### src/hw/rtl/gcdb_pkg.sv
// Shared types, constants and tables for the great-circle distance/bearing pipeline.
// No dependencies.
package gcdb_pkg;

  localparam int CORDIC_STAGES = 24;
  localparam int CSTG = (CORDIC_STAGES > 32) ? 32 : CORDIC_STAGES;
  localparam int CW = 36;                // CORDIC datapath width
  localparam int SQ_STEPS = 31;          // isqrt of a 61-bit value
  localparam int SQ_NW = 61;
  localparam int SQ_RW = 62;
  localparam int LAT = 2 * CSTG + 42;    // stages ahead of the output register

  localparam logic [30:0] RECIP45 = 31'd1527099484;  // ceil(2^36 / 45)
  localparam logic [15:0] RECIP45_S = 16'd46604;     // ceil(2^21 / 45)
  localparam logic signed [CW-1:0] INV_GAIN = 36'sd652032874;
  localparam logic [31:0] PI_Q30 = 32'd3373259426;
  localparam logic [27:0] DIST_MAX = 28'd205887375;
  localparam logic [25:0] BEARING_TURN = 26'd23592960;
  localparam logic [15:0] RADIUS_RST = 16'd6371;

  typedef logic signed [CW-1:0] cword_t;
  typedef logic signed [32:0] q30_t;

  typedef struct packed {
    cword_t x;
    cword_t y;
    cword_t z;
  } cvec_t;

  // floor((512*r + 22) / 45) for r in 0..44
  function automatic logic [8:0] rem_angle(input logic [5:0] r);
    logic [14:0] n;
    logic [30:0] p;
    begin
      n = {r, 9'd0} + 15'd22;
      p = 31'(n) * 31'(RECIP45_S);
      rem_angle = p[29:21];
    end
  endfunction

  // round(atan(2^-i) * 2^31 / pi)
  function automatic logic [31:0] atan_val(input logic [4:0] i);
    begin
      case (i)
        5'd0: atan_val = 32'd536870912;
        5'd1: atan_val = 32'd316933406;
        5'd2: atan_val = 32'd167458907;
        5'd3: atan_val = 32'd85004756;
        5'd4: atan_val = 32'd42667331;
        5'd5: atan_val = 32'd21354465;
        5'd6: atan_val = 32'd10679838;
        5'd7: atan_val = 32'd5340245;
        5'd8: atan_val = 32'd2670163;
        5'd9: atan_val = 32'd1335087;
        5'd10: atan_val = 32'd667544;
        5'd11: atan_val = 32'd333772;
        5'd12: atan_val = 32'd166886;
        5'd13: atan_val = 32'd83443;
        5'd14: atan_val = 32'd41722;
        5'd15: atan_val = 32'd20861;
        5'd16: atan_val = 32'd10430;
        5'd17: atan_val = 32'd5215;
        5'd18: atan_val = 32'd2608;
        5'd19: atan_val = 32'd1304;
        5'd20: atan_val = 32'd652;
        5'd21: atan_val = 32'd326;
        5'd22: atan_val = 32'd163;
        5'd23: atan_val = 32'd81;
        5'd24: atan_val = 32'd41;
        5'd25: atan_val = 32'd20;
        5'd26: atan_val = 32'd10;
        5'd27: atan_val = 32'd5;
        5'd28: atan_val = 32'd3;
        5'd29: atan_val = 32'd1;
        5'd30: atan_val = 32'd1;
        5'd31: atan_val = 32'd0;
        default: atan_val = 32'd0;
      endcase
    end
  endfunction

endpackage

### src/hw/rtl/gcdb_cordic_cell.sv
// One registered CORDIC micro-rotation, rotation or vectoring mode.
// Depends on gcdb_pkg.
module gcdb_cordic_cell
  import gcdb_pkg::*;
(
  input  logic        clk,
  input  logic        en,
  input  logic        vec_mode,
  input  logic [4:0]  shift,
  input  logic [31:0] atan,
  input  cvec_t       v_i,
  output cvec_t       v_o
);

  cvec_t  v_r, v_nxt;
  cword_t dx, dy;
  logic   dir_neg;

  always_comb begin
    dx = v_i.y >>> shift;
    dy = v_i.x >>> shift;
    dir_neg = vec_mode ? v_i.y[CW-1] : ~v_i.z[CW-1];
    if (dir_neg) begin
      v_nxt.x = v_i.x - dx;
      v_nxt.y = v_i.y + dy;
      v_nxt.z = v_i.z - CW'(atan);
    end else begin
      v_nxt.x = v_i.x + dx;
      v_nxt.y = v_i.y - dy;
      v_nxt.z = v_i.z + CW'(atan);
    end
  end

  always_ff @(posedge clk) begin
    if (en) begin
      v_r <= v_nxt;
    end
  end

  assign v_o = v_r;

endmodule

### config.mk
export PLATFORM = sky130hd
export DESIGN_NAME = gcdb_cordic_cell
export DESIGN_NICKNAME = d
export VERILOG_FILES = /design/src/hw/rtl/gcdb_pkg.sv /design/src/hw/rtl/gcdb_cordic_cell.sv
export SDC_FILE = /design/constraint.sdc
export NUM_CORES = 1
export LEC_CHECK = 0
export BUFFER_PORTS_ARGS = -buffer_cell sky130_fd_sc_hd__buf_4
export CAP_MARGIN = 25
export CORE_MARGIN = 2
export CORE_UTILIZATION = 29
export CTS_CLUSTER_DIAMETER = 150
export DETAILED_ROUTE_END_ITERATION = 16
export GPL_ROUTABILITY_DRIVEN = 0
export REMOVE_ABC_BUFFERS = 1
export SYNTH_ARGS = -nofsm -noshare
export SYNTH_HDL_FRONTEND = slang
export SYNTH_SLANG_ARGS = --single-unit
### constraint.sdc
create_clock -name clk -period 6 [get_ports clk]
set_input_delay 1.2 -clock clk [delete_from_list [all_inputs] [get_ports clk]]
set_output_delay 1.2 -clock clk [all_outputs]
set_load 0.01 [all_outputs]
==> run_results.csv <==
group,metric,value,unit
worst_setup_path,path_class,"input pin to register",
floorplanning,dieArea,58200,sq um
final_layout,post-route-cell-area,24800,sq um
timing,setup_violations,2,
final_layout,largest_reg_flops,108,
outcome,violations,"setup timing",
global_routing,grt_max_degree,64,
floorplanning,die_h,241,um
pwr,switchingPower,2270,uW
timing,timing.slew.headroom,30.3,%
timing,fmax,0.166,GHz
pwr,p_seq_share,21.8,%
global_routing,grt_overflow,0,
clock_network,htreeDepth,3,
yosys,synthArstFlopShare,0,%
clock_network,clk_pin_slew_worst_paths,0.11,ns
final_layout,layout_commonest_cell,"buf_4",
yosys,synth_edf_count,108,
floorplanning,rows,86,
yosys,syn_inst,1849,
clock_network,numCtsBuffers,9,
route,drt_wl_total,74.6,mm
floorplanning,initial_utilization,29.5,%
yosys,netlist_area,16300,sq um
worst_setup_path,slowest_stage,"a222oi_1",
pwr,switching_share,40.8,%
pwr,pwr-share-clk,11.5,%
final_layout,ff_latch_area,3240,sq um
worst_setup_path,start_kind,"input pin",
min_path,hold_depth,2,
clock_network,cts-root-buf,"clkbuf_16",
yosys,synth-main-ff-cell,"edfxtp_1",
floorplanning,core_area,55400,sq um
clock_network,numClockSinks,108,
route,vias_per_cell,5.61,
yosys,synth-seq-cells,108,
yosys,avgSynthCellArea,8.83,sq um
yosys,ys_warn_count,0,
placed_design,dp.cells,3385,
final_layout,nets,2942,
pwr,peakVddDrop,0.000163,V
timing,fin_ws,-0.00762,ns
worst_setup_path,critical_path_arrival,6.19,ns
final_layout,fillers,5336,
placed_design,dp_hpwl,60.3,mm
worst_setup_path,path_cells,"buf_6 > buf_12 > buf_8 > clkinvlp_4 > buf_4 > buf_4 > mux2_2 > a222oi_1 > buf_4 > and4bb_1 > and3b_2 > buf_4 > a31oi_1 > xor2_1 > ha_1 > a21o_1 > a21oi_2 > nand2_1 > o31ai_1 > buf_4 > o221ai_4 > a211oi_1 > a211oi_2",
floorplanning,chipWidth,241,um
flow_run,maxCapViolCount,0,
timing,tightest_slew,1.05,ns
worst_setup_path,critPathMaxFanout,13,
min_path,hp-class,"input pin to register",
floorplanning,ioPinCount,256,
route,drt_iter0_drc,2288,
final_layout,instances_no_fill,3437,
route,drtPass1Iterations,6,
pwr,power.internal,3290,uW
global_routing,grt_pass1_vias,18922,
worst_setup_path,cp.required,6.18,ns
route,wire_per_inst,21.7,um
pwr,p_leak,0.0110,uW
worst_setup_path,end_kind,"register",
global_routing,antenna_found_initial,3,
final_layout,drive_gt1_share,43.6,%
clock_network,postCtsHoldBufs,0,
pwr,comb_power_share,66.6,%
final_layout,layout_common_cells,"buf_4, nand2_1, nor2_1, a21oi_1, edfxtp_1",
timing,hold_slack,1.13,ns
route,drc,0,
worst_setup_path,crit_family,"compound AO/OA/AOI/OAI gates",
worst_setup_path,crit_cells,23,
worst_setup_path,crit_buf_inv,9,
timing,rsz0062_at_grt,"true",
timing,final-hold-violation-count,0,
outcome,status,"finished with violations",
global_routing,grtUsageTotal,24.5,%
placed_design,numPortBuffers,255,
route,num_vias,19289,
worst_setup_path,path_common_cell,"buf_4",
timing,fin_crit_sh,100,%
final_layout,syn_to_final_growth,51.5,%
timing,drv_slew,0,
placed_design,dpl_cell_area,23500,sq um
yosys,synth.distinct_cells,98,
min_path,min_from,"v_i[36]",
timing,layout_min_cycle_time,6.01,ns
min_path,min_to,"v_o[36]",
pwr,pwr_density_cell,225,nW/um^2
clock_network,ctsLongestPathBuffers,2,
route,drtAntennaViolNets,0,
yosys,ys_seq_area_share,19.9,%
global_routing,grt_pass1_wl,109,mm
clock_network,cts_tree,"built",
final_layout,multi_input_area,13000,sq um
worst_setup_path,slowest_delay,0.59,ns
power by group through the flow:
stage                     sequential (uW)  clock, uW  combinational [uW]
after floorplan                      1340          0                1580
after global placement               1230          0                3410
after detailed placement             1240          0                3450
after CTS                            1220        673                3510
after global routing                 1240        695                3970
final                                1210        642                3710
stage by stage:
stage	setup slack, ns	utilization [%]	setup TNS [ns]	total power, uW
6_report	-0.00762	44.7	-0.0116	5560
5_1_grt	-0.0926	44.7	-0.528	5900
4_1_cts	0.00566	43.3	0	5400
3_5_place_dp	-0.968	42.5	-15.96	4690
3_3_place_gp	-0.921	42.5	-13.69	4640
2_1_floorplan	-1.11	-	-41.24	2920
worst max-delay path by stage:
| stage | startpoint | to |
|---|---|---|
| final | shift[3] | v_o[69] |
| after global routing | shift[1] | v_o[105] |
| after CTS | shift[1] | v_o[105] |
| after detailed placement | shift[0] | v_o[107] |
| after global placement | shift[0] | v_o[106] |
| after floorplan | v_i[71] | v_o[106] |
per-layer routing:
layer | track usage (%) | part of all wire [%] | up-vias
li1 | - | - | 8809
met1 | 30.0 | 39 | 9154
met2 | 40.8 | 46 | 1071
met3 | 5.47 | 9.2 | 255
met4 | 11.8 | 5.4 | 0
met5 | 0 | 0 | -
logic make-up (layout without fill, tap and decap cells):
family / count (synthesis) / count (layout) / share of synthesized area, %
buffers and inverters: 145 / 982 / 4.11
XOR/XNOR: 173 / 173 / 9.28
AO/OA/AOI/OAI: 578 / 578 / 23.9
adder cells (fa/ha/maj): 112 / 112 / 8.72
multiplexers: 197 / 197 / 17.6
flip-flops: 108 / 108 / 19.9
other: 0 / 3 / 0
AND/OR/NAND/NOR: 536 / 536 / 16.5
synth_stat cells, types with 44 or more instances:
library cell  count  area, sq um
mux2_2           44          495
a21oi_1         144          721
nor2_1          141          529
xor2_1           74          648
xnor2_1          99          867
edfxtp_1        108         3240
ha_1            109         1360
mux2i_1          84          841
mux4_2           64         1440
nand2_1         144          541
a21o_1           47          353
o21ai_0          96          480
inv_1            54          203
timing repair:
| item | CTS | global route |
|---|---|---|
| cloned | 0 | 2 |
| endpoints found under the hold margin | 0 | 0 |
| pin swaps | 9 | 51 |
| buffers inserted | 6 | 26 |
| setup endpoints to repair | 16 | 19 |
| gates resized for setup | 36 | 116 |
final cells by class:
cell class	count	area share, %
diodes	3	0.0303
repair buffers	910	28.5
flip-flops and latches	108	13.1
clock buffers	9	0.910
inverters	57	0.880
well taps	748	3.78
multi-input cells	1596	52.5
clock inverters	6	0.233
Power figures use the tool's default switching activity.
