$ cat src/hw/rtl/gcdb_pkg.sv
// Shared types, constants and tables for the great-circle distance/bearing pipeline.
// No dependencies.
package gcdb_pkg;

  localparam int CORDIC_STAGES = 24;
  localparam int CSTG = (CORDIC_STAGES > 32) ? 32 : CORDIC_STAGES;
  localparam int CW = 36;                // CORDIC datapath width
  localparam int SQ_STEPS = 31;          // isqrt of a 61-bit value
  localparam int SQ_NW = 61;
  localparam int SQ_RW = 62;
  localparam int LAT = 2 * CSTG + 42;    // stages ahead of the output register

  localparam logic [30:0] RECIP45 = 31'd1527099484;  // ceil(2^36 / 45)
  localparam logic [15:0] RECIP45_S = 16'd46604;     // ceil(2^21 / 45)
  localparam logic signed [CW-1:0] INV_GAIN = 36'sd652032874;
  localparam logic [31:0] PI_Q30 = 32'd3373259426;
  localparam logic [27:0] DIST_MAX = 28'd205887375;
  localparam logic [25:0] BEARING_TURN = 26'd23592960;
  localparam logic [15:0] RADIUS_RST = 16'd6371;

  typedef logic signed [CW-1:0] cword_t;
  typedef logic signed [32:0] q30_t;

  typedef struct packed {
    cword_t x;
    cword_t y;
    cword_t z;
  } cvec_t;

  // floor((512*r + 22) / 45) for r in 0..44
  function automatic logic [8:0] rem_angle(input logic [5:0] r);
    logic [14:0] n;
    logic [30:0] p;
    begin
      n = {r, 9'd0} + 15'd22;
      p = 31'(n) * 31'(RECIP45_S);
      rem_angle = p[29:21];
    end
  endfunction

  // round(atan(2^-i) * 2^31 / pi)
  function automatic logic [31:0] atan_val(input logic [4:0] i);
    begin
      case (i)
        5'd0: atan_val = 32'd536870912;
        5'd1: atan_val = 32'd316933406;
        5'd2: atan_val = 32'd167458907;
        5'd3: atan_val = 32'd85004756;
        5'd4: atan_val = 32'd42667331;
        5'd5: atan_val = 32'd21354465;
        5'd6: atan_val = 32'd10679838;
        5'd7: atan_val = 32'd5340245;
        5'd8: atan_val = 32'd2670163;
        5'd9: atan_val = 32'd1335087;
        5'd10: atan_val = 32'd667544;
        5'd11: atan_val = 32'd333772;
        5'd12: atan_val = 32'd166886;
        5'd13: atan_val = 32'd83443;
        5'd14: atan_val = 32'd41722;
        5'd15: atan_val = 32'd20861;
        5'd16: atan_val = 32'd10430;
        5'd17: atan_val = 32'd5215;
        5'd18: atan_val = 32'd2608;
        5'd19: atan_val = 32'd1304;
        5'd20: atan_val = 32'd652;
        5'd21: atan_val = 32'd326;
        5'd22: atan_val = 32'd163;
        5'd23: atan_val = 32'd81;
        5'd24: atan_val = 32'd41;
        5'd25: atan_val = 32'd20;
        5'd26: atan_val = 32'd10;
        5'd27: atan_val = 32'd5;
        5'd28: atan_val = 32'd3;
        5'd29: atan_val = 32'd1;
        5'd30: atan_val = 32'd1;
        5'd31: atan_val = 32'd0;
        default: atan_val = 32'd0;
      endcase
    end
  endfunction

endpackage

$ cat src/hw/rtl/gcdb_angle_conv.sv
// Two-stage conversion of a 2^-20 degree value to a binary angle, folded for CORDIC.
// Depends on gcdb_pkg.
module gcdb_angle_conv
  import gcdb_pkg::*;
(
  input  logic               clk,
  input  logic               en,
  input  logic signed [29:0] x_i,
  output cword_t             z_o,
  output logic               flip_o
);

  logic        neg_r, neg_nxt;
  logic [28:0] mag_r, mag_nxt;
  logic [23:0] quo_r, quo_nxt;
  logic [59:0] prod;
  logic [29:0] rem_w;
  logic [32:0] q_w;
  logic [31:0] ang_w, ang2_w;
  logic        flip_nxt;
  cword_t      z_nxt;
  cword_t      z_r;
  logic        flip_r;

  // |x| / 45 by reciprocal; exact for |x| < 2^29
  always_comb begin
    neg_nxt = x_i[29];
    mag_nxt = neg_nxt ? 29'(-x_i) : 29'(x_i);
    prod = 60'(mag_nxt) * 60'(RECIP45);
    quo_nxt = prod[59:36];
  end

  always_comb begin
    rem_w = 30'(mag_r) - 30'(quo_r) * 30'd45;
    q_w = {quo_r, 9'd0} + 33'(rem_angle(rem_w[5:0]));
    ang_w = neg_r ? -q_w[31:0] : q_w[31:0];
    flip_nxt = ang_w[31] ^ ang_w[30];   // second or third quadrant
    ang2_w = flip_nxt ? ang_w + 32'h8000_0000 : ang_w;
    z_nxt = CW'($signed(ang2_w));
  end

  always_ff @(posedge clk) begin
    if (en) begin
      neg_r <= neg_nxt;
      mag_r <= mag_nxt;
      quo_r <= quo_nxt;
      z_r <= z_nxt;
      flip_r <= flip_nxt;
    end
  end

  assign z_o = z_r;
  assign flip_o = flip_r;

endmodule

$ cat config.mk
export PLATFORM = sky130hd
export DESIGN_NAME = gcdb_angle_conv
export DESIGN_NICKNAME = d
export VERILOG_FILES = /design/src/hw/rtl/gcdb_pkg.sv /design/src/hw/rtl/gcdb_angle_conv.sv
export SDC_FILE = /design/constraint.sdc
export NUM_CORES = 1
export LEC_CHECK = 0
export BUFFER_PORTS_ARGS = -buffer_cell sky130_fd_sc_hd__buf_2
export CAP_MARGIN = 5
export CELL_PAD_IN_SITES_DETAIL_PLACEMENT = 1
export CELL_PAD_IN_SITES_GLOBAL_PLACEMENT = 1
export CORE_ASPECT_RATIO = 0.75
export CORE_MARGIN = 4
export CORE_UTILIZATION = 43
export CTS_CLUSTER_DIAMETER = 80
export DETAILED_ROUTE_END_ITERATION = 8
export PLACE_DENSITY = 0.67
export SLEW_MARGIN = 30
export SYNTH_ARGS = -nofsm -noshare
export SYNTH_HDL_FRONTEND = slang
export SYNTH_SLANG_ARGS = --single-unit
$ cat constraint.sdc
create_clock -name clk -period 17.9 [get_ports clk]
set_input_delay 1.79 -clock clk [delete_from_list [all_inputs] [get_ports clk]]
set_output_delay 1.79 -clock clk [all_outputs]
set_load 0.02 [all_outputs]
==> results of run 1 <==
==> worst paths after layout <==
check             depth (start not counted)        end  slack [ns]
setup / recovery                         30  quo_r[21]        6.47
hold reg to reg                           1    z_o[17]        0.60
hold / removal                            1    z_o[17]        0.60
setup reg to reg                         27    z_o[15]        9.42
==> per-stage QoR <==
stage / worst slack [ns] / std cells
floorplan: 7.77 / 1816
global placement: 6.43 / 2452
detailed placement: 6.18 / 2452
CTS: 6.49 / 2468
global route: 5.80 / 2468
finish: 6.47 / 2468
==> cells by family after synthesis <==
| family | Yosys count | share of synthesized area |
|---|---|---|
| AOI/OAI and AO/OA | 198 | 0.0761 |
| xor gates and xnor gates | 124 | 0.0595 |
| adders and majority gates | 690 | 0.592 |
| buffers and inverters | 564 | 0.117 |
| DFF | 62 | 0.102 |
| muxes | 3 | 0.00171 |
| and+or+nand+nor | 175 | 0.0516 |
==> cell type report <==
type,instances,area [um^2],area share
Tap cell,569,712,0.0362
Clock buffer,9,225,0.0114
Clock inverter,7,96.3,0.00489
Timing Repair Buffer,83,453,0.0230
Inverter,548,2060,0.104
Sequential cell,62,1860,0.0946
Multi-Input combinational cell,1190,14300,0.725
==> metal layers <==
| metal | vias to the layer above | track usage | wire (um) |
|---|---|---|---|
| li1 | 5937 | - | - |
| met2 | 278 | 0.344 | 22300 |
| met4 | 0 | 0.0222 | 345 |
| met3 | 27 | 0.0694 | 4170 |
| met1 | 6516 | 0.355 | 25600 |
| met5 | - | 0 | 0 |
==> Yosys cell counts (5+ instances only) <==
master    count  area [um^2]
a21o_1       43          323
edfxtp_1     62         1860
ha_1        400         5000
nand4_1      12         75.1
nand2b_1     12         75.1
xnor2_1      89          780
nor2b_1       8         50.1
a21oi_1      40          200
xor2_1       35          307
o211ai_1      5         37.5
buf_4         5         37.5
nand3_1      14         70.1
inv_1       548         2060
nor2_1       42          158
o21bai_1      7         52.6
nand2_1      33          124
nor3_1        9         45.0
fa_1        290         5810
o41ai_1       9         78.8
or4_1         6         45.0
o31ai_1      13         97.6
clkbuf_1     11         41.3
or3_1         7         43.8
o21ai_0      32          160
==> state kept, by name, summed over array words and instances, names as in the netlist <==
signal / flops
mag_r: 6
neg_r: 1
quo_r: 23
flip_o: 1
z_o: 31
==> results by group, run 1 <==
CTS
  – Number of instances resized during post-cts repair: 0
  – CTS clk-pin slew, worst paths: around 0.060 ns
  – CTS tree: done
  – Post-CTS setup buffer count: 0
  – CTS Hold Bufs: 0
  – Max Buffers Root-to-Sink: 2
  – H-tree Lvls: 3
  – CTS Buf Count: 9
  – Clock sink total: between 60 and 70
  – Root Buffer: clkbuf_16
  – Clock latency on the worst-skew pair: 0.33 ns

Place
  – Placed instance area: ~19000 um^2
  – Final RePlAce weighted congestion: between 0.9 and 1
  – Hpwl dp: 47400 um
  – PortBufs: between 60 and 70

Floorplanning
  – Die Span X: 246 um
  – Initial core utilization: 0.435
  – I/O pin cnt: roughly 70
  – Core area: roughly 42000 um^2
  – Rows: between 60 and 70
  – Die Height: ~190 um
  – Die area: approximately 46000 um^2

Drt
  – DRC viols: 0
  – DRT Pass-1 Iters: 5
  – Number of nets with antenna violations after routing: 0
  – Final WL: 52400 um
  – DR WL/cell: around 21 um
  – Starting DRT DRC Count: roughly 700
  – Via count: 12800
  – Drt via density: between 5 and 6

Synthesis
  – Post-synthesis sequential area ratio: 0.102
  – Syn nets: 2538
  – Yosys warns: 0
  – Synth Area per Inst: between 10 and 15 um^2
  – Async S/R FF share, synth: 0
  – Mapped cell area: approximately 18000 um^2
  – Cell variety after synth: between 60 and 70
  – Number of synthesized register bits: a little over 60
  – Mapped Cells: ~1800
  – Top_reg_cell synth: edfxtp_1
  – Post-synth EDFFs: between 60 and 70

Timing
  – Max Slew Vio Count: 0
  – Slew @ Worst Pin: approximately 0.95 ns
  – Final Hold Vio Count: 0
  – Max Fclk: slightly below 90 MHz
  – Post-Route Setup TNS: 0 ns
  – RSZ-0062 raised after global routing: false
  – Final setup fails: 0
  – Max_slew headroom: 0.365
  – Layout Skew: between 0.01 and 0.015 ns
  – Hold slack: 0.602 ns
  – Crit path time final: roughly 11 ns
  – Fin crit share: 0.639

Final layout
  – Post-Layout Inst Area: 19700 um^2
  – Total inserted antenna cells: 0
  – Fin nets: 2616
  – # fillers: 4758
  – Fraction of final layout cells sized beyond drive strength 1: 0.0627
  – Most frequent cells in the layout: 548 x inv_1, 400 x ha_1, 290 x fa_1
  – Commonest non-fill, non-tap cell in the layout: inv_1
  – Syn-to-layout area delta: 7.83%
  – Final core occ: 0.469

Global routing
  – Largest net degree at the start of global routing: between 60 and 70
  – First-pass GRT wire length: 82600 um
  – Vias in the first global route: approximately 14000
  – GRT Residual Overflow: 0
  – Total GRT Usage: 0.234
  – Initial antenna violation count: 0

Setup path
  – Critical Path Sink Type: flop
  – Critical Path Source: x_i[5]
  – Largest fanout on the critical path: 6
  – R2r startpoint: quo_r[0]
  – Slowest stage delay, CP: between 0.7 and 0.8 ns
  – Cell family contributing the most delay on the critical path: adder cells
  – WP data arrival: ~12 ns
  – Max stage delay cell, worst path: xor2_1
  – Setup CP Type: input port to flop
  – CP required: between 15 and 20 ns
  – Buf/Inv on CP: 6
  – Worst setup SP type: input port

Status
  – Status: finished clean

Min path
  – Hold path start: quo_r[8]
  – Hold Crit Class: flop to flop

Run
  – # Max-Cap Violations: 0
Power of run 1 is left out: the tool's default activity adds up to more than one toggle a clock period on the data nets, which glitch-free logic cannot reach.
==> run 2, diff against run 1 <==
PLACE_DENSITY = 0.7   (was 0.67)
clock period = 10.45 ns   (was 17.9 ns; I/O delays follow)
==> run 2 against run 1 <==
Flip-flop and latch count unchanged. First-iteration DRC count up 7.7%. Design area up 0.22%. Wire length down 2.0%. Count of clock-buffer cells in the layout up 1. Cell count up 0.65%. Die area unchanged. Critical endpoint is now quo_r[17].
==> results by group, run 2 (synthesis gave the netlist of run 1 again) <==
Status
  – Status: finished clean

Final layout
  – # fillers: a little under 5000
  – Total inserted antenna cells: 0
  – Most frequent cells in the layout: 548 x inv_1, 400 x ha_1, 290 x fa_1
  – Fraction of final layout cells sized beyond drive strength 1: 0.0689
  – Commonest non-fill, non-tap cell in the layout: inv_1
  – Final core occ: 0.470
  – Fin nets: roughly 2600
  – Register area: between 1500 and 2000 um^2
  – Max FFs per register: 31
  – Syn-to-layout area delta: 8.07%
  – Final instance count without filler cells: ~2500
  – Area of the multi-input gates: ~14000 um^2

Timing
  – Post-Route Setup TNS: 0 ns
  – Fin crit share: 0.949
  – RSZ-0062 raised after global routing: false
  – Final Hold Vio Count: 0
  – Final setup fails: 0
  – Layout Skew: between 0.008 and 0.009 ns
  – Max_slew headroom: 0.317
  – Crit path time final: 9.91 ns
  – Slew @ Worst Pin: ~1 ns
  – Max Fclk: a little over 100 MHz
  – Max Slew Vio Count: 0

CTS
  – CTS Hold Bufs: 0
  – Clock sink total: between 60 and 70
  – Clock latency on the worst-skew pair: about 0.33 ns
  – CTS clk-pin slew, worst paths: 0.05 ns
  – CTS Buf Count: 9
  – Root Buffer: clkbuf_16
  – H-tree Lvls: 3
  – Max Buffers Root-to-Sink: 2
  – CTS tree: done

Drt
  – DRT Pass-1 Iters: 5
  – Final WL: 51400 um
  – Starting DRT DRC Count: 740
  – Via count: ~13000
  – DR WL/cell: about 21 um
  – Number of nets with antenna violations after routing: 0
  – Drt via density: 5.18
  – DRC viols: 0

Place
  – Final RePlAce weighted congestion: roughly 0.98
  – PortBufs: 68
  – Placed insts: around 2500
  – Hpwl dp: ~47000 um

Setup path
  – Critical Path Sink Type: flop
  – Setup CP Type: input port to flop
  – Worst setup SP type: input port
  – Largest fanout on the critical path: 7
  – Buf/Inv on CP: 5
  – WP data arrival: around 10 ns
  – Max stage delay cell, worst path: or4_1
  – CP required: ~11 ns
  – Cell family contributing the most delay on the critical path: adder cells
  – Slowest stage delay, CP: approximately 0.56 ns
  – Most used cell, CP: fa_1

Floorplanning
  – Core area: between 40000 and 50000 um^2
  – Initial core utilization: 0.435
  – Rows: 65
  – Die Height: 186 um
  – Die Span X: roughly 250 um
  – Die area: between 40000 and 50000 um^2
  – I/O pin cnt: 69

Global routing
  – Initial antenna violation count: 0
  – Total GRT Usage: 0.230
  – Largest net degree at the start of global routing: 63
  – First-pass GRT wire length: approximately 81000 um
  – Vias in the first global route: ~14000
  – GRT Residual Overflow: 0

Run
  – # Max-Cap Violations: 0

Min path
  – Hold Crit Class: flop to flop
run 2: changes by cell type in the layout (fill, tap and decap cells not counted), sizes merged:
| cell | previous run | this run |
|---|---|---|
| clkinv | 1 | 4 |
| clkbuf | 9 | 10 |
| bufinv | 2 | 0 |
| buf | 83 | 99 |
| inv | 550 | 548 |
run 2: what timing repair did:
| item | in CTS | in global routing |
|---|---|---|
| setup endpoints to repair | 0 | 1 |
| resized for setup | 0 | 1 |
| buffers inserted | 0 | 0 |
run 2: metrics by stage:
step | hold slack, ns | instance area (um^2) | setup WS (ns)
2_1_floorplan | 0.527 | 18300 | 1.06
5_1_grt | 0.605 | 19700 | 0.109
6_report | 0.597 | 19700 | 0.536
3_5_place_dp | 0.596 | 19500 | 0.0789
3_3_place_gp | 0.570 | 19500 | 0.296
4_1_cts | 0.605 | 19700 | 0.396
run 2: worst register-to-register path: stages (launching register included):
cell and delay (ns):
edfxtp_1 0.61, inv_1 0.21, ha_1 0.35, xor2_1 0.20, inv_1 0.07, ha_1 0.18, nor2_1 0.19, fa_1 0.25
nor2b_1 0.06, o21ai_0 0.15, nand2b_1 0.08, xor2_1 0.71, ha_1 0.41, ha_1 0.28, inv_1 0.05, fa_1 0.52
fa_1 0.56, inv_1 0.04, ha_1 0.28, ha_1 0.29, ha_1 0.37, a21oi_1 0.28, a21oi_2 0.15, or4_1 0.57
a21oi_2 0.25, nand4_1 0.43, o41ai_1 0.57, xnor2_1 0.16
run 2: path summary, 6_finish.rpt:
path,to,cells past startpoint,slack [ns],start
max,quo_r[17],27,0.54,x_i[5]
max reg2reg,z_o[20],27,1.89,quo_r[0]
min reg2reg,flip_o,1,0.60,quo_r[22]
min,flip_o,1,0.60,quo_r[22]
run 2: area by class of cell:
type | instances | share of cell area
well taps | 569 | 0.0361
clock inverters | 6 | 0.00197
multi-input cells | 1190 | 0.723
inverters | 548 | 0.104
clock buffers | 10 | 0.0116
repair buffers | 99 | 0.0290
flip-flops and latches | 62 | 0.0944
run 2: per-layer routing:
metal | wire [um] | share of wire | up-vias | track usage
met4 | 640 | 0.012 | 0 | 0.0286
met3 | 4070 | 0.079 | 36 | 0.0593
li1 | - | - | 5973 | -
met2 | 21900 | 0.43 | 290 | 0.337
met1 | 24700 | 0.48 | 6557 | 0.352
met5 | 0 | 0 | - | 0
Power of run 2 is left out for the same reason.
==> run 3, diff against run 2 <==
ABC_AREA = 1   (was unset)
CORE_UTILIZATION = 40   (was 43)
PLACE_DENSITY = 0.67   (was 0.7)
==> run 3 against run 2 <==
Count of clock-buffer cells in the layout is the same. Clock skew decreased by 0.00052 ns. Via count increased by 17%. First-iteration DRC count down 15%. Setup slack better by 0.42 ns. Die area rose by 17%. Highest routed layer unchanged.
==> results by group, run 3 <==
Status
  – Status: finished clean

Timing
  – Layout Skew: 0.00836 ns
  – Slew @ Worst Pin: between 1 and 1.5 ns
  – Max Fclk: 105 MHz
  – RSZ-0062 raised after global routing: false
  – Max_slew headroom: 0.299
  – Crit path time final: 9.49 ns
  – Post-Route Setup TNS: 0 ns
  – Final setup fails: 0
  – Fin crit share: 0.908
  – Max Slew Vio Count: 0
  – Final Hold Vio Count: 0

Floorplanning
  – Die Span X: approximately 270 um
  – Die area: between 50000 and 60000 um^2
  – Rows: 70
  – Die Height: ~200 um
  – Initial core utilization: 0.407
  – Core area: a little under 50000 um^2
  – I/O pin cnt: a little under 70

Setup path
  – WP data arrival: around 9.6 ns
  – Worst setup SP type: input port
  – Setup CP Type: input port to flop
  – Largest fanout on the critical path: 8
  – CP required: 10.52 ns
  – Critical Path Sink Type: flop
  – Max stage delay cell, worst path: fa_1
  – Slowest stage delay, CP: just over 0.6 ns

Synthesis
  – Cell taking the most area after synthesis: fa_1
  – Cell variety after synth: between 50 and 60
  – Commonest cells post-synth: 671 x inv_1, 400 x ha_1, 290 x fa_1, 225 x nand2_1, 138 x nor2_1
  – Post-synthesis sequential area ratio: 0.0932
  – Synth top area share: 0.291
  – Yosys warns: 0
  – Mapped Cells: 2296
  – Largest cells by area after synthesis: fa_1 29%, ha_1 25%, inv_1 13%
  – Async S/R FF share, synth: 0
  – Number of synthesized register bits: 62
  – Top_reg_cell synth: edfxtp_1
  – Most numerous cell in the Yosys netlist: inv_1
  – Mapped cell area: 20000 um^2
  – Synth Area per Inst: approximately 8.7 um^2
  – Post-synth EDFFs: 62
  – Syn nets: approximately 3000

Drt
  – DRC viols: 0
  – DRT Pass-1 Iters: 4
  – DR WL/cell: ~20 um
  – Final WL: ~60000 um
  – Starting DRT DRC Count: between 600 and 700
  – Drt via density: ~5
  – Number of nets with antenna violations after routing: 0
  – Via count: 15000

CTS
  – CTS tree: done
  – Clock sink total: 62
  – Post-CTS setup buffer count: 0
  – H-tree Lvls: 3
  – CTS Buf Count: 9
  – CTS clk-pin slew, worst paths: 0.06 ns
  – Number of instances resized during post-cts repair: 0
  – Clock latency on the worst-skew pair: roughly 0.34 ns
  – Root Buffer: clkbuf_16
  – CTS Hold Bufs: 0
  – Max Buffers Root-to-Sink: 2

Place
  – Final RePlAce weighted congestion: about 0.98
  – Hpwl dp: around 55000 um
  – PortBufs: 68
  – Placed insts: around 3000

Final layout
  – Most frequent cells in the layout: 671 x inv_1, 400 x ha_1, 290 x fa_1
  – Commonest non-fill, non-tap cell in the layout: inv_1
  – Max FFs per register: 31
  – Fin nets: around 3100
  – Syn-to-layout area delta: 7.52%
  – Fraction of final layout cells sized beyond drive strength 1: 0.0714
  – Total inserted antenna cells: 0
  – # fillers: about 6000
  – Final instance count without filler cells: a little over 3000

Global routing
  – Total GRT Usage: 0.227
  – Largest net degree at the start of global routing: 63
  – First-pass GRT wire length: 94400 um
  – GRT Residual Overflow: 0
  – Initial antenna violation count: 1
  – Vias in the first global route: 16700

Run
  – # Max-Cap Violations: 0

Min path
  – Hold Crit Class: flop to flop
-- run 3: cell types whose count changed after synthesis, moves of 38 or more --
cell,delta
inv_1,+123
xor2_1,+38
nand2_1,+192
nand3_1,+43
nor2_1,+96
xnor2_1,-56
a21oi_1,+46
-- run 3: layout make-up --
class	instances	area [um^2]	area share
inverter	686	2570	0.120
tap	648	811	0.0377
clock inverter	6	85.1	0.00396
timing repair buffer	83	460	0.0214
multi-input combinational	1535	15500	0.720
sequential	62	1860	0.0867
clock buffer	10	229	0.0107
-- run 3: worst max-delay path, delay by kind of cell --
family | cells | cell delay (ns)
AOI/OAI and AO/OA | 2 | 0.32
buffers and inverters | 7 | 0.60
and+or+nand+nor | 16 | 2.98
adders and majority gates | 9 | 4.07
xor gates and xnor gates | 2 | 0.54
-- run 3: logic make-up after synthesis --
logic type	share of synthesized area
AND/OR/NAND/NOR	0.118
buffers and inverters	0.133
XOR/XNOR	0.0497
AO/OA/AOI/OAI	0.0647
flip-flops	0.0932
adder cells (fa/ha/maj)	0.541
-- run 3: layer usage --
metal | vias to the layer above | global-route usage | wire (um) | share of wire
li1 | 7249 | - | - | -
met1 | 7479 | 0.332 | 29900 | 0.50
met2 | 267 | 0.362 | 26500 | 0.44
met3 | 54 | 0.0345 | 2700 | 0.045
met4 | 0 | 0.0379 | 1010 | 0.017
met5 | - | 0 | 0 | 0
-- run 3: worst paths after layout --
path	slack, ns	start	cells past startpoint	end
worst min register to register	0.63	quo_r[19]	1	z_o[28]
worst max register to register	2.27	quo_r[2]	37	flip_o
worst min-delay path	0.63	quo_r[19]	1	z_o[28]
worst max-delay path	0.96	x_i[0]	36	quo_r[22]
-- run 3: metrics by stage --
step                      setup WS, ns  hold WS [ns]  cell area (um^2)  utilization
final                            0.960         0.634             21500        0.438
after global routing             0.346         0.668             21500        0.438
after CTS                        0.877         0.642             21500        0.438
after detailed placement         0.513         0.629             21200        0.431
after global placement           0.783         0.617             21100        0.431
after floorplan                   2.00         0.558             20000            -
Power of run 3 is left out for the same reason.
