==> src/hw/rtl/gcdb_pkg.sv <==
// Shared types, constants and tables for the great-circle distance/bearing pipeline.
// No dependencies.
package gcdb_pkg;

  localparam int CORDIC_STAGES = 24;
  localparam int CSTG = (CORDIC_STAGES > 32) ? 32 : CORDIC_STAGES;
  localparam int CW = 36;                // CORDIC datapath width
  localparam int SQ_STEPS = 31;          // isqrt of a 61-bit value
  localparam int SQ_NW = 61;
  localparam int SQ_RW = 62;
  localparam int LAT = 2 * CSTG + 42;    // stages ahead of the output register

  localparam logic [30:0] RECIP45 = 31'd1527099484;  // ceil(2^36 / 45)
  localparam logic [15:0] RECIP45_S = 16'd46604;     // ceil(2^21 / 45)
  localparam logic signed [CW-1:0] INV_GAIN = 36'sd652032874;
  localparam logic [31:0] PI_Q30 = 32'd3373259426;
  localparam logic [27:0] DIST_MAX = 28'd205887375;
  localparam logic [25:0] BEARING_TURN = 26'd23592960;
  localparam logic [15:0] RADIUS_RST = 16'd6371;

  typedef logic signed [CW-1:0] cword_t;
  typedef logic signed [32:0] q30_t;

  typedef struct packed {
    cword_t x;
    cword_t y;
    cword_t z;
  } cvec_t;

  // floor((512*r + 22) / 45) for r in 0..44
  function automatic logic [8:0] rem_angle(input logic [5:0] r);
    logic [14:0] n;
    logic [30:0] p;
    begin
      n = {r, 9'd0} + 15'd22;
      p = 31'(n) * 31'(RECIP45_S);
      rem_angle = p[29:21];
    end
  endfunction

  // round(atan(2^-i) * 2^31 / pi)
  function automatic logic [31:0] atan_val(input logic [4:0] i);
    begin
      case (i)
        5'd0: atan_val = 32'd536870912;
        5'd1: atan_val = 32'd316933406;
        5'd2: atan_val = 32'd167458907;
        5'd3: atan_val = 32'd85004756;
        5'd4: atan_val = 32'd42667331;
        5'd5: atan_val = 32'd21354465;
        5'd6: atan_val = 32'd10679838;
        5'd7: atan_val = 32'd5340245;
        5'd8: atan_val = 32'd2670163;
        5'd9: atan_val = 32'd1335087;
        5'd10: atan_val = 32'd667544;
        5'd11: atan_val = 32'd333772;
        5'd12: atan_val = 32'd166886;
        5'd13: atan_val = 32'd83443;
        5'd14: atan_val = 32'd41722;
        5'd15: atan_val = 32'd20861;
        5'd16: atan_val = 32'd10430;
        5'd17: atan_val = 32'd5215;
        5'd18: atan_val = 32'd2608;
        5'd19: atan_val = 32'd1304;
        5'd20: atan_val = 32'd652;
        5'd21: atan_val = 32'd326;
        5'd22: atan_val = 32'd163;
        5'd23: atan_val = 32'd81;
        5'd24: atan_val = 32'd41;
        5'd25: atan_val = 32'd20;
        5'd26: atan_val = 32'd10;
        5'd27: atan_val = 32'd5;
        5'd28: atan_val = 32'd3;
        5'd29: atan_val = 32'd1;
        5'd30: atan_val = 32'd1;
        5'd31: atan_val = 32'd0;
        default: atan_val = 32'd0;
      endcase
    end
  endfunction

endpackage

==> src/hw/rtl/gcdb_sqrt_cell.sv <==
// One registered digit step of a restoring integer square root.
// Depends on gcdb_pkg.
module gcdb_sqrt_cell
  import gcdb_pkg::*;
(
  input  logic             clk,
  input  logic             en,
  input  logic [4:0]       step,
  input  logic [SQ_NW-1:0] n_i,
  input  logic [SQ_RW-1:0] r_i,
  output logic [SQ_NW-1:0] n_o,
  output logic [SQ_RW-1:0] r_o
);

  logic [SQ_NW-1:0] n_r, n_nxt;
  logic [SQ_RW-1:0] r_r, r_nxt;
  logic [5:0]       sh;
  logic [SQ_RW-1:0] bit_w, trial;

  always_comb begin
    sh = 6'd60 - {step, 1'b0};
    bit_w = SQ_RW'(1) << sh;
    trial = r_i + bit_w;
    if (SQ_RW'(n_i) >= trial) begin
      n_nxt = n_i - SQ_NW'(trial);
      r_nxt = (r_i >> 1) + bit_w;
    end else begin
      n_nxt = n_i;
      r_nxt = r_i >> 1;
    end
  end

  always_ff @(posedge clk) begin
    if (en) begin
      n_r <= n_nxt;
      r_r <= r_nxt;
    end
  end

  assign n_o = n_r;
  assign r_o = r_r;

endmodule

==> config.mk <==
export PLATFORM = sky130hd
export DESIGN_NAME = gcdb_sqrt_cell
export DESIGN_NICKNAME = d
export VERILOG_FILES = /design/src/hw/rtl/gcdb_pkg.sv /design/src/hw/rtl/gcdb_sqrt_cell.sv
export SDC_FILE = /design/constraint.sdc
export NUM_CORES = 1
export LEC_CHECK = 0
export BUFFER_PORTS_ARGS = -buffer_cell sky130_fd_sc_hd__buf_2
export CORE_UTILIZATION = 50
export DETAILED_ROUTE_END_ITERATION = 10
export PLACE_DENSITY = 0.84
export SETUP_SLACK_MARGIN = 0.1
export SKIP_LAST_GASP = 1
export SLEW_MARGIN = 30
export SYNTH_ARGS = -nofsm -noshare
export SYNTH_HDL_FRONTEND = slang
export SYNTH_SLANG_ARGS = --single-unit
==> constraint.sdc <==
create_clock -name clk -period 9.3 [get_ports clk]
set_input_delay 0.93 -clock clk [delete_from_list [all_inputs] [get_ports clk]]
set_output_delay 0.93 -clock clk [all_outputs]
set_load 0.1 [all_outputs]
==> results.cfg, run 1 <==
[outcome]
outcome = finished, final reports clean

[clocking]
clock_tree.buffer_depth = 2
clock-root-buffer = clkbuf_16
numClockSinks = 123
number_of_buffers_inserted_by_hold_repair_at_cts = 0
tritoncts = built
post_cts_buffers = 0
number_of_buffers_created_by_cts = 17
post_cts_resize_count = 0
cts_max_level = 4
cts.clk_slew.worst_paths_ns = 0.06

[logic_synthesis]
yosysWarnings = 0
synthDistinctLibCells = 93
synth_sequential_area_ratio_pct = 26.8
post_synth.cell_area_avg_um2 = 8.19
yosys_most_used_dff = edfxtp_1
synth_cells = 1680
ys_async_sr_fraction_pct = 0
synth_seq_cells = 123
synth-edff-count = 123
syn_area_mm2 = 0.0138
synth_fp_nets = 1918

[layout]
filler_cell_count = 2438
share_of_cells_above_drive_strength_1_pct = 18.7
design.final.nets = 2124
syn_to_final_growth_pct = 14.8

[timing]
timing.final.hold_violations = 0
period_minus_slack_ns = 7.82
slew-limit-headroom_pct = 38.4
max_freq_mhz = 128
finalSetupViolations = 0
setup_repair_after_global_routing_missed_its_margin = false
max_slew.worst_pin.slew_ns = 0.915
setup-tns-final_ns = 0
slew_viol_final = 0
period_share_pct = 84.1

[setup_path]
worstPathRequired_ns = 9.49
worst_path_most_repeated_cell = ha_1
end_kind = register
timing.critical_path.slowest_cell_delay_ns = 0.43
criticalPathCategory = in2reg
worstSetupPathDepth = 27
arrival_ns = 8.01
setup.worst_path.start_class = input port
critical_path.endpoint = r_o[58]$_DFFE_PP_
worst_path_max_delay_cell = a2111oi_0
critPathTopFamily = compound AO/OA/AOI/OAI gates
critical_path.n_buffers_inverters = 4
path_max_fanout = 89
worst_setup_path_startpoint = step[1]

[grt]
largest_net_degree_at_the_start_of_global_routing = 90
grt.total_usage_pct = 29.9
grt_pass1_vias = 12500
grt_pass1_wl_um = 67000
grt_remaining_overflow = 0
grt_antenna_before_repair = 5

[die]
die_outline_area_mm2 = 0.0282
die_width_um = 168
start_util_pct = 51.1
die_y_um = 168
core.rowCount = 60
coreArea_mm2 = 0.0270
top_level_ports = 253

[pwr]
seqPwrFrac_pct = 28.3
leakage_nw = 6.44
p_total_mw = 2.48
ir_drop_v = 0.000112
power.share.switching_pct = 45.8
powerDensity_mw_per_mm2 = 157
netSwitchingPower_mw = 1.13
power_frac_comb_pct = 43.9
internal_power_mw = 1.34
pwr-share-clk_pct = 27.8

[job]
max_cap_viol_count = 0

[drt]
detail_route.iter0.violations = 1625
totalWireLength_um = 43300
via_count = 14000
final_routed_drc_violation_total = 0
post_drt_wl_per_cell_um = 19.3
routed_via_density = 6.24
drt_pre_antenna_iters = 6
drt.antenna.violating_nets = 0

[placement]
gp_congestion = 0.995
hpwl_dp_um = 33900
port_buffers = 252

[min_path]
timing.hold.worst.class = in2reg
cells in the final DEF (no fill, tap or decap), drive strengths merged, types with 22 or more instances in the layout:
cell / count
nor2: 134
a31oi: 34
nand3: 22
buf: 260
nand2: 224
nor3: 35
a21oi: 135
edfxtp: 123
nand4: 33
o21bai: 23
a21o: 34
xor2: 76
ha: 107
inv: 49
xnor2: 116
o21ai: 148
nor2b: 23
state kept, by name, indices dropped and copies added (netlist names):
register	flops
r_o	62
n_o	61
Yosys cell counts, drive strengths merged (8+ instances only):
| cell type | count | area share [%] |
|---|---|---|
| nand2 | 224 | 6.1 |
| o21ai | 148 | 5.4 |
| a21oi | 135 | 5.0 |
| nor2 | 134 | 3.7 |
| edfxtp | 123 | 27 |
| xnor2 | 116 | 7.4 |
| ha | 107 | 9.7 |
| xor2 | 76 | 4.8 |
| inv | 47 | 1.3 |
| clkbuf | 42 | 1.1 |
| nor3 | 35 | 1.4 |
| a21o | 34 | 1.9 |
| a31oi | 34 | 1.5 |
| nand4 | 33 | 1.5 |
| buf | 31 | 1.4 |
| nor2b | 23 | 1.0 |
| o21bai | 23 | 1.3 |
| nand3 | 22 | 0.80 |
| mux2 | 19 | 1.6 |
| and3 | 18 | 0.82 |
| o31ai | 18 | 1.1 |
| a31o | 17 | 1.1 |
| and2 | 16 | 0.73 |
| nand2b | 16 | 0.73 |
| o21a | 14 | 0.77 |
| or3 | 13 | 0.59 |
| a21boi | 11 | 0.60 |
| or2 | 11 | 0.50 |
| o211ai | 9 | 0.49 |
| and3b | 8 | 0.51 |
| nor4 | 8 | 0.36 |
final cells by class:
class | count | area, um^2 | share of cell area, %
inverter | 47 | 176 | 1.12
clock buffer | 19 | 433 | 2.74
antenna | 5 | 12.5 | 0.0792
clock inverter | 13 | 145 | 0.919
sequential | 123 | 3690 | 23.4
tap | 341 | 427 | 2.70
multi-input combinational | 1437 | 9550 | 60.5
timing repair buffer | 260 | 1360 | 8.59
metrics by stage:
stage / hold slack, ns / instance area, um^2 / worst slack, ns / instances / utilization (%)
finish: 0.794 / 15800 / 1.48 / 2245 / 58.6
global route: 0.816 / 15800 / 0.912 / 2245 / 58.6
CTS: 0.784 / 15800 / 1.55 / 2240 / 58.6
detailed placement: 1.23 / 15200 / 1.12 / 2208 / 56.4
global placement: 1.23 / 15200 / 1.24 / 2207 / 56.4
floorplan: 1.04 / 13800 / 1.79 / 1680 / -
how the worst min path moves through the flow:
stage / startpoint / endpoint / slack, ns / cells past startpoint
2_1_floorplan: en / n_o[0]$_DFFE_PP_ / 1.04 / 0
3_3_place_gp: n_i[0] / n_o[0]$_DFFE_PP_ / 1.23 / 3
3_5_place_dp: n_i[0] / n_o[0]$_DFFE_PP_ / 1.23 / 3
4_1_cts: n_i[0] / n_o[0]$_DFFE_PP_ / 0.78 / 3
5_1_grt: n_i[4] / n_o[4]$_DFFE_PP_ / 0.82 / 3
6_report: n_i[0] / n_o[0]$_DFFE_PP_ / 0.79 / 3
metal layers:
| metal | up-vias | part of all wire (%) | global-route usage [%] | wire [um] |
|---|---|---|---|---|
| met4 | 0 | 3.2 | 11.8 | 1380 |
| met2 | 733 | 42 | 44.7 | 18300 |
| li1 | 6640 | - | - | - |
| met5 | - | 0 | 0 | 0 |
| met1 | 6531 | 46 | 44.2 | 20100 |
| met3 | 97 | 8.2 | 2.87 | 3540 |
power groups by stage:
stage               clock (mW)  combinational [mW]  sequential, mW
finish                   0.690                1.09           0.701
global placement             0                1.05           0.713
global route             0.714                1.15           0.706
CTS                      0.692                1.07           0.702
detailed placement           0                1.07           0.712
floorplan                    0               0.417            1.14
kinds of logic (layout without fill, tap and decap cells):
group / after synthesis / after routing / synth area share [%]
DFF: 123 / 123 / 26.8
and+or+nand+nor: 590 / 590 / 20.6
xor gates and xnor gates: 192 / 192 / 12.2
muxes: 25 / 25 / 2.02
AOI/OAI and AO/OA: 516 / 516 / 24.2
other: 0 / 5 / 0
buffers and inverters: 120 / 339 / 3.82
adders and majority gates: 114 / 114 / 10.3
Note: power is estimated with default switching activity, not from simulation.
==> run 2, diff against run 1 <==
Clock period 9.3 ns to 7.5 ns, I/O delays scaled along.
==> run 2 against run 1 <==
  * Global-route usage is 0.15 points higher
  * Combinational power is 25% higher
  * Flip-flop and latch count stayed put
  * Count of clock-buffer cells in the layout is 2 lower
  * Utilization is 0.89 points higher
  * Cell count is 1.2% higher
  * Non-clock buffer count is 20 higher
  * Clock power is 33% higher
  * First-iteration DRC count is 5.9% lower
  * Hold slack worse by 0.19 ns
  * Routed wire length is 0.87% higher
  * Critical endpoint unchanged
  * Highest routed layer unchanged
==> results.cfg, run 2 (same netlist as run 1, synthesis figures left out) <==
[timing]
finalSetupViolations = 0
setup-tns-final_ns = 0
slew_viol_final = 0
period_share_pct = 92.2
period_minus_slack_ns = 6.91
max_freq_mhz = 145
setup_repair_after_global_routing_missed_its_margin = false
timing.final.hold_violations = 0
max_slew.worst_pin.slew_ns = 0.902
slew-limit-headroom_pct = 38.3

[pwr]
powerDensity_mw_per_mm2 = 196
seqPwrFrac_pct = 27.6
netSwitchingPower_mw = 1.41
power.share.switching_pct = 44.7
power_frac_comb_pct = 43.2
pwr-share-clk_pct = 29.2
leakage_nw = 6.58
ir_drop_v = 0.0000983
internal_power_mw = 1.74

[setup_path]
critPathTopFamily = compound AO/OA/AOI/OAI gates
worstPathRequired_ns = 7.69
path_max_fanout = 52
critical_path.endpoint = r_o[58]$_DFFE_PP_
worstSetupPathDepth = 29
critical_path.n_buffers_inverters = 4
end_kind = register
criticalPathCategory = in2reg
timing.critical_path.slowest_cell_delay_ns = 0.42
worst_setup_path_startpoint = step[1]
worst_path_max_delay_cell = a2111oi_1
setup.worst_path.start_class = input port
arrival_ns = 7.10

[clocking]
numClockSinks = 123
clock-root-buffer = clkbuf_16
post_cts_buffers = 0
cts_max_level = 4
cts.clk_slew.worst_paths_ns = 0.07
tritoncts = built
clock_tree.buffer_depth = 2
number_of_buffers_created_by_cts = 17

[layout]
layout.cells.non_filler = 2271
syn_to_final_growth_pct = 16.5
design.final.nets = 2144
multi_input_gate_area_mm2 = 0.00956
largest_register_ff_count = 62
fin_area_mm2 = 0.0160
mostFrequentLayoutCells = 251 x buf_2, 224 x nand2_1, 143 x o21ai_0, 132 x nor2_1, 131 x a21oi_1
layout.cells.most_common = buf_2
share_of_cells_above_drive_strength_1_pct = 19.6
filler_cell_count = 2448
sequential_cell_area_mm2 = 0.00369
utilization_pct = 59.5

[die]
coreArea_mm2 = 0.0270
core.rowCount = 60
top_level_ports = 253
die_outline_area_mm2 = 0.0282
die_width_um = 168
die_y_um = 168
start_util_pct = 51.1

[placement]
dpl_cell_area_mm2 = 0.0154
port_buffers = 252
hpwl_dp_um = 33700
gp_congestion = 0.979
placed_cells = 2227

[drt]
post_drt_wl_per_cell_um = 19.2
detail_route.iter0.violations = 1529
routed_via_density = 6.15
drt_pre_antenna_iters = 6
totalWireLength_um = 43700
drt.antenna.violating_nets = 0
via_count = 14000
final_routed_drc_violation_total = 0

[grt]
grt_antenna_before_repair = 11
largest_net_degree_at_the_start_of_global_routing = 97
grt_pass1_wl_um = 67400
grt_pass1_vias = 12500
grt.total_usage_pct = 30.1
grt_remaining_overflow = 0

[job]
max_cap_viol_count = 0

[min_path]
timing.hold.worst.class = in2reg
hold_start = n_i[53]

[outcome]
outcome = finished, final reports clean
run 2: what timing repair did:
item / 4_1_cts / 5_1_grt
endpoints found under the setup margin: 0 / 56
hold buffers: 0 / 0
resized for setup: 0 / 4
run 2: through the flow:
stage	worst slack, ns	hold slack (ns)	power (mW)
2_1_floorplan	0.169	0.862	1.93
3_3_place_gp	0.152	1.05	2.21
3_5_place_dp	0.0238	1.05	2.22
4_1_cts	0.444	0.607	3.13
5_1_grt	0.110	0.616	3.27
6_report	0.586	0.603	3.15
run 2: worst min path at each step:
| stage | slack [ns] | endpoint | cells past startpoint |
|---|---|---|---|
| 3_5_place_dp | 1.05 | n_o[53]$_DFFE_PP_ | 3 |
| 6_report | 0.60 | n_o[53]$_DFFE_PP_ | 3 |
| 5_1_grt | 0.62 | n_o[53]$_DFFE_PP_ | 3 |
| 4_1_cts | 0.61 | n_o[53]$_DFFE_PP_ | 3 |
| 2_1_floorplan | 0.86 | n_o[0]$_DFFE_PP_ | 0 |
| 3_3_place_gp | 1.05 | n_o[0]$_DFFE_PP_ | 3 |
run 2: routing by layer:
metal | wire, um | vias up | GRT usage, %
li1 | - | 6687 | -
met1 | 20400 | 6444 | 45.2
met2 | 18300 | 747 | 43.2
met3 | 3630 | 99 | 4.00
met4 | 1330 | 0 | 11.8
met5 | 0 | - | 0
run 2: layout make-up:
type | count | share of cell area, %
clock inverter | 15 | 1.23
multi-input combinational | 1437 | 59.6
antenna | 11 | 0.172
inverter | 47 | 1.10
clock buffer | 17 | 2.65
tap | 341 | 2.66
timing repair buffer | 280 | 9.54
sequential | 123 | 23.0
run 2: power by group through the flow:
| stage | logic, mW | clock network (mW) | registers [mW] |
|---|---|---|---|
| global route | 1.44 | 0.949 | 0.876 |
| finish | 1.36 | 0.918 | 0.870 |
| global placement | 1.32 | 0 | 0.884 |
| detailed placement | 1.33 | 0 | 0.884 |
| floorplan | 0.517 | 0 | 1.42 |
| CTS | 1.34 | 0.920 | 0.871 |
==> run 3, diff against run 2 <==
Settings changed: CELL_PAD_IN_SITES_DETAIL_PLACEMENT set to 0, CELL_PAD_IN_SITES_GLOBAL_PLACEMENT set to 2, CORE_UTILIZATION 50 to 34, PLACE_DENSITY 0.84 to 0.94.
==> run 3 against run 2 <==
  * Flip-flop and latch count is the same
  * Global-route usage shrank 7.5 points
  * Largest power group unchanged
  * Non-clock buffer count grew 23
==> results.cfg, run 3 (same netlist as run 1, synthesis figures left out) <==
[outcome]
outcome = finished, final reports clean

[die]
die_outline_area_mm2 = 0.0413
die_width_um = 203
top_level_ports = 253
core.rowCount = 73
coreArea_mm2 = 0.0398
die_y_um = 203
start_util_pct = 34.6

[min_path]
timing.hold.worst_path_depth = 3
hold_start = n_i[0]
hold_path_end = n_o[0]$_DFFE_PP_
timing.hold.worst.class = in2reg

[pwr]
ir_drop_v = 0.000132
leakage_nw = 6.67
powerDensity_mw_per_mm2 = 187
p_total_mw = 3.06

[timing]
slew_viol_final = 0
period_share_pct = 92.4
finalSetupViolations = 0
setup-tns-final_ns = 0
max_slew.worst_pin.slew_ns = 0.876
max_freq_mhz = 144
final_layout_worst_hold_slack_ns = 0.609
timing.final.hold_violations = 0
period_minus_slack_ns = 6.93
setup_slack_ns = 0.574
setup_repair_after_global_routing_missed_its_margin = false
slew-limit-headroom_pct = 41.6

[grt]
grt_pass1_wl_um = 72000
grt.total_usage_pct = 22.6
grt_antenna_before_repair = 7
largest_net_degree_at_the_start_of_global_routing = 96
grt_pass1_vias = 12600
grt_remaining_overflow = 0

[drt]
post_drt_wl_per_cell_um = 19.3
drt.antenna.violating_nets = 0
totalWireLength_um = 47800
detail_route.iter0.violations = 1171
final_routed_drc_violation_total = 0
drt_pre_antenna_iters = 5
routed_via_density = 5.47
via_count = 13500

[placement]
placed_cells = 2434
hpwl_dp_um = 38500
gp_congestion = 0.916
port_buffers = 252
dp_slack_ns = -0.209

[layout]
layout.cells.non_filler = 2472
mostFrequentLayoutCells = 251 x buf_2, 224 x nand2_1, 143 x o21ai_0, 132 x nor2_1, 131 x a21oi_1
layout.cells.most_common = buf_2
largest_register_ff_count = 62
filler_cell_count = 4117
syn_to_final_growth_pct = 18.9
share_of_cells_above_drive_strength_1_pct = 20.4
design.final.nets = 2167

[clocking]
number_of_buffers_created_by_cts = 17
number_of_buffers_inserted_by_hold_repair_at_cts = 0
cts_max_level = 4
numClockSinks = 123
post_cts_buffers = 0
cts.clk_slew.worst_paths_ns = 0.06
tritoncts = built
clock_tree.buffer_depth = 2
post_cts_resize_count = 0
clock-root-buffer = clkbuf_16

[setup_path]
criticalPathCategory = in2reg
arrival_ns = 7.13
setup.worst_path.start_class = input port
end_kind = register
timing.critical_path.slowest_cell_delay_ns = 0.36
worstPathRequired_ns = 7.70
path_max_fanout = 32
worst_path_max_delay_cell = xnor2_1

[job]
max_cap_viol_count = 0
run 3: changes by cell type in the layout (fill, tap and decap cells not counted):
| cell | before | now |
|---|---|---|
| buf_4 | 25 | 47 |
| diode_2 | 11 | 6 |
| clkinv_2 | 0 | 4 |
| clkinvlp_4 | 4 | 1 |
| bufinv_16 | 4 | 2 |
| clkbuf_1 | 0 | 2 |
| clkinv_1 | 3 | 5 |
| clkinv_4 | 2 | 0 |
| inv_6 | 2 | 0 |
| a2111oi_1 | 1 | 0 |
| a2111oi_2 | 0 | 1 |
| buf_12 | 3 | 4 |
run 3: where the power goes:
group / total [mW] / switching [mW] / internal (mW)
clock network: 0.803 / 0.326 / 0.477
registers: 0.872 / 0.0218 / 0.850
logic: 1.39 / 1.04 / 0.350
total: 3.06 / 1.39 / 1.68
run 3: final cells by class:
type	count	area (um^2)	share of cell area, %
Sequential cell	123	3690	22.6
Clock inverter	12	106	0.650
Timing Repair Buffer	303	1710	10.5
Antenna cell	6	15.0	0.0918
Multi-Input combinational cell	1437	9560	58.5
Tap cell	525	657	4.02
Clock buffer	19	433	2.65
Inverter	47	176	1.08
run 3: through the flow:
stage,area (um^2),util (%)
after floorplan,13800,-
after global placement,15800,39.6
after detailed placement,15800,39.6
after CTS,16300,40.9
after global routing,16400,41.1
final,16400,41.1
run 3: critical path: cells and delay by family:
kind	cells	cell delay [ns]
AO/OA/AOI/OAI	14	3.08
XOR/XNOR	3	0.74
adder cells (fa/ha/maj)	2	0.55
buffers and inverters	5	0.76
AND/OR/NAND/NOR	6	1.21
run 3: worst max path at each step:
| stage | slack (ns) | end | start |
|---|---|---|---|
| floorplan | 0.17 | r_o[48]$_DFFE_PP_ | step[1] |
| global placement | -0.07 | n_o[1]$_DFFE_PP_ | step[1] |
| detailed placement | -0.21 | n_o[1]$_DFFE_PP_ | step[1] |
| CTS | 0.25 | n_o[36]$_DFFE_PP_ | step[1] |
| global route | 0.17 | n_o[36]$_DFFE_PP_ | step[1] |
| finish | 0.57 | r_o[9]$_DFFE_PP_ | step[1] |
run 3: layer usage:
layer	GRT usage (%)	routed length, um
met1	33.4	24000
met2	32.9	20000
met3	3.50	2710
met4	8.19	1110
met5	0	0
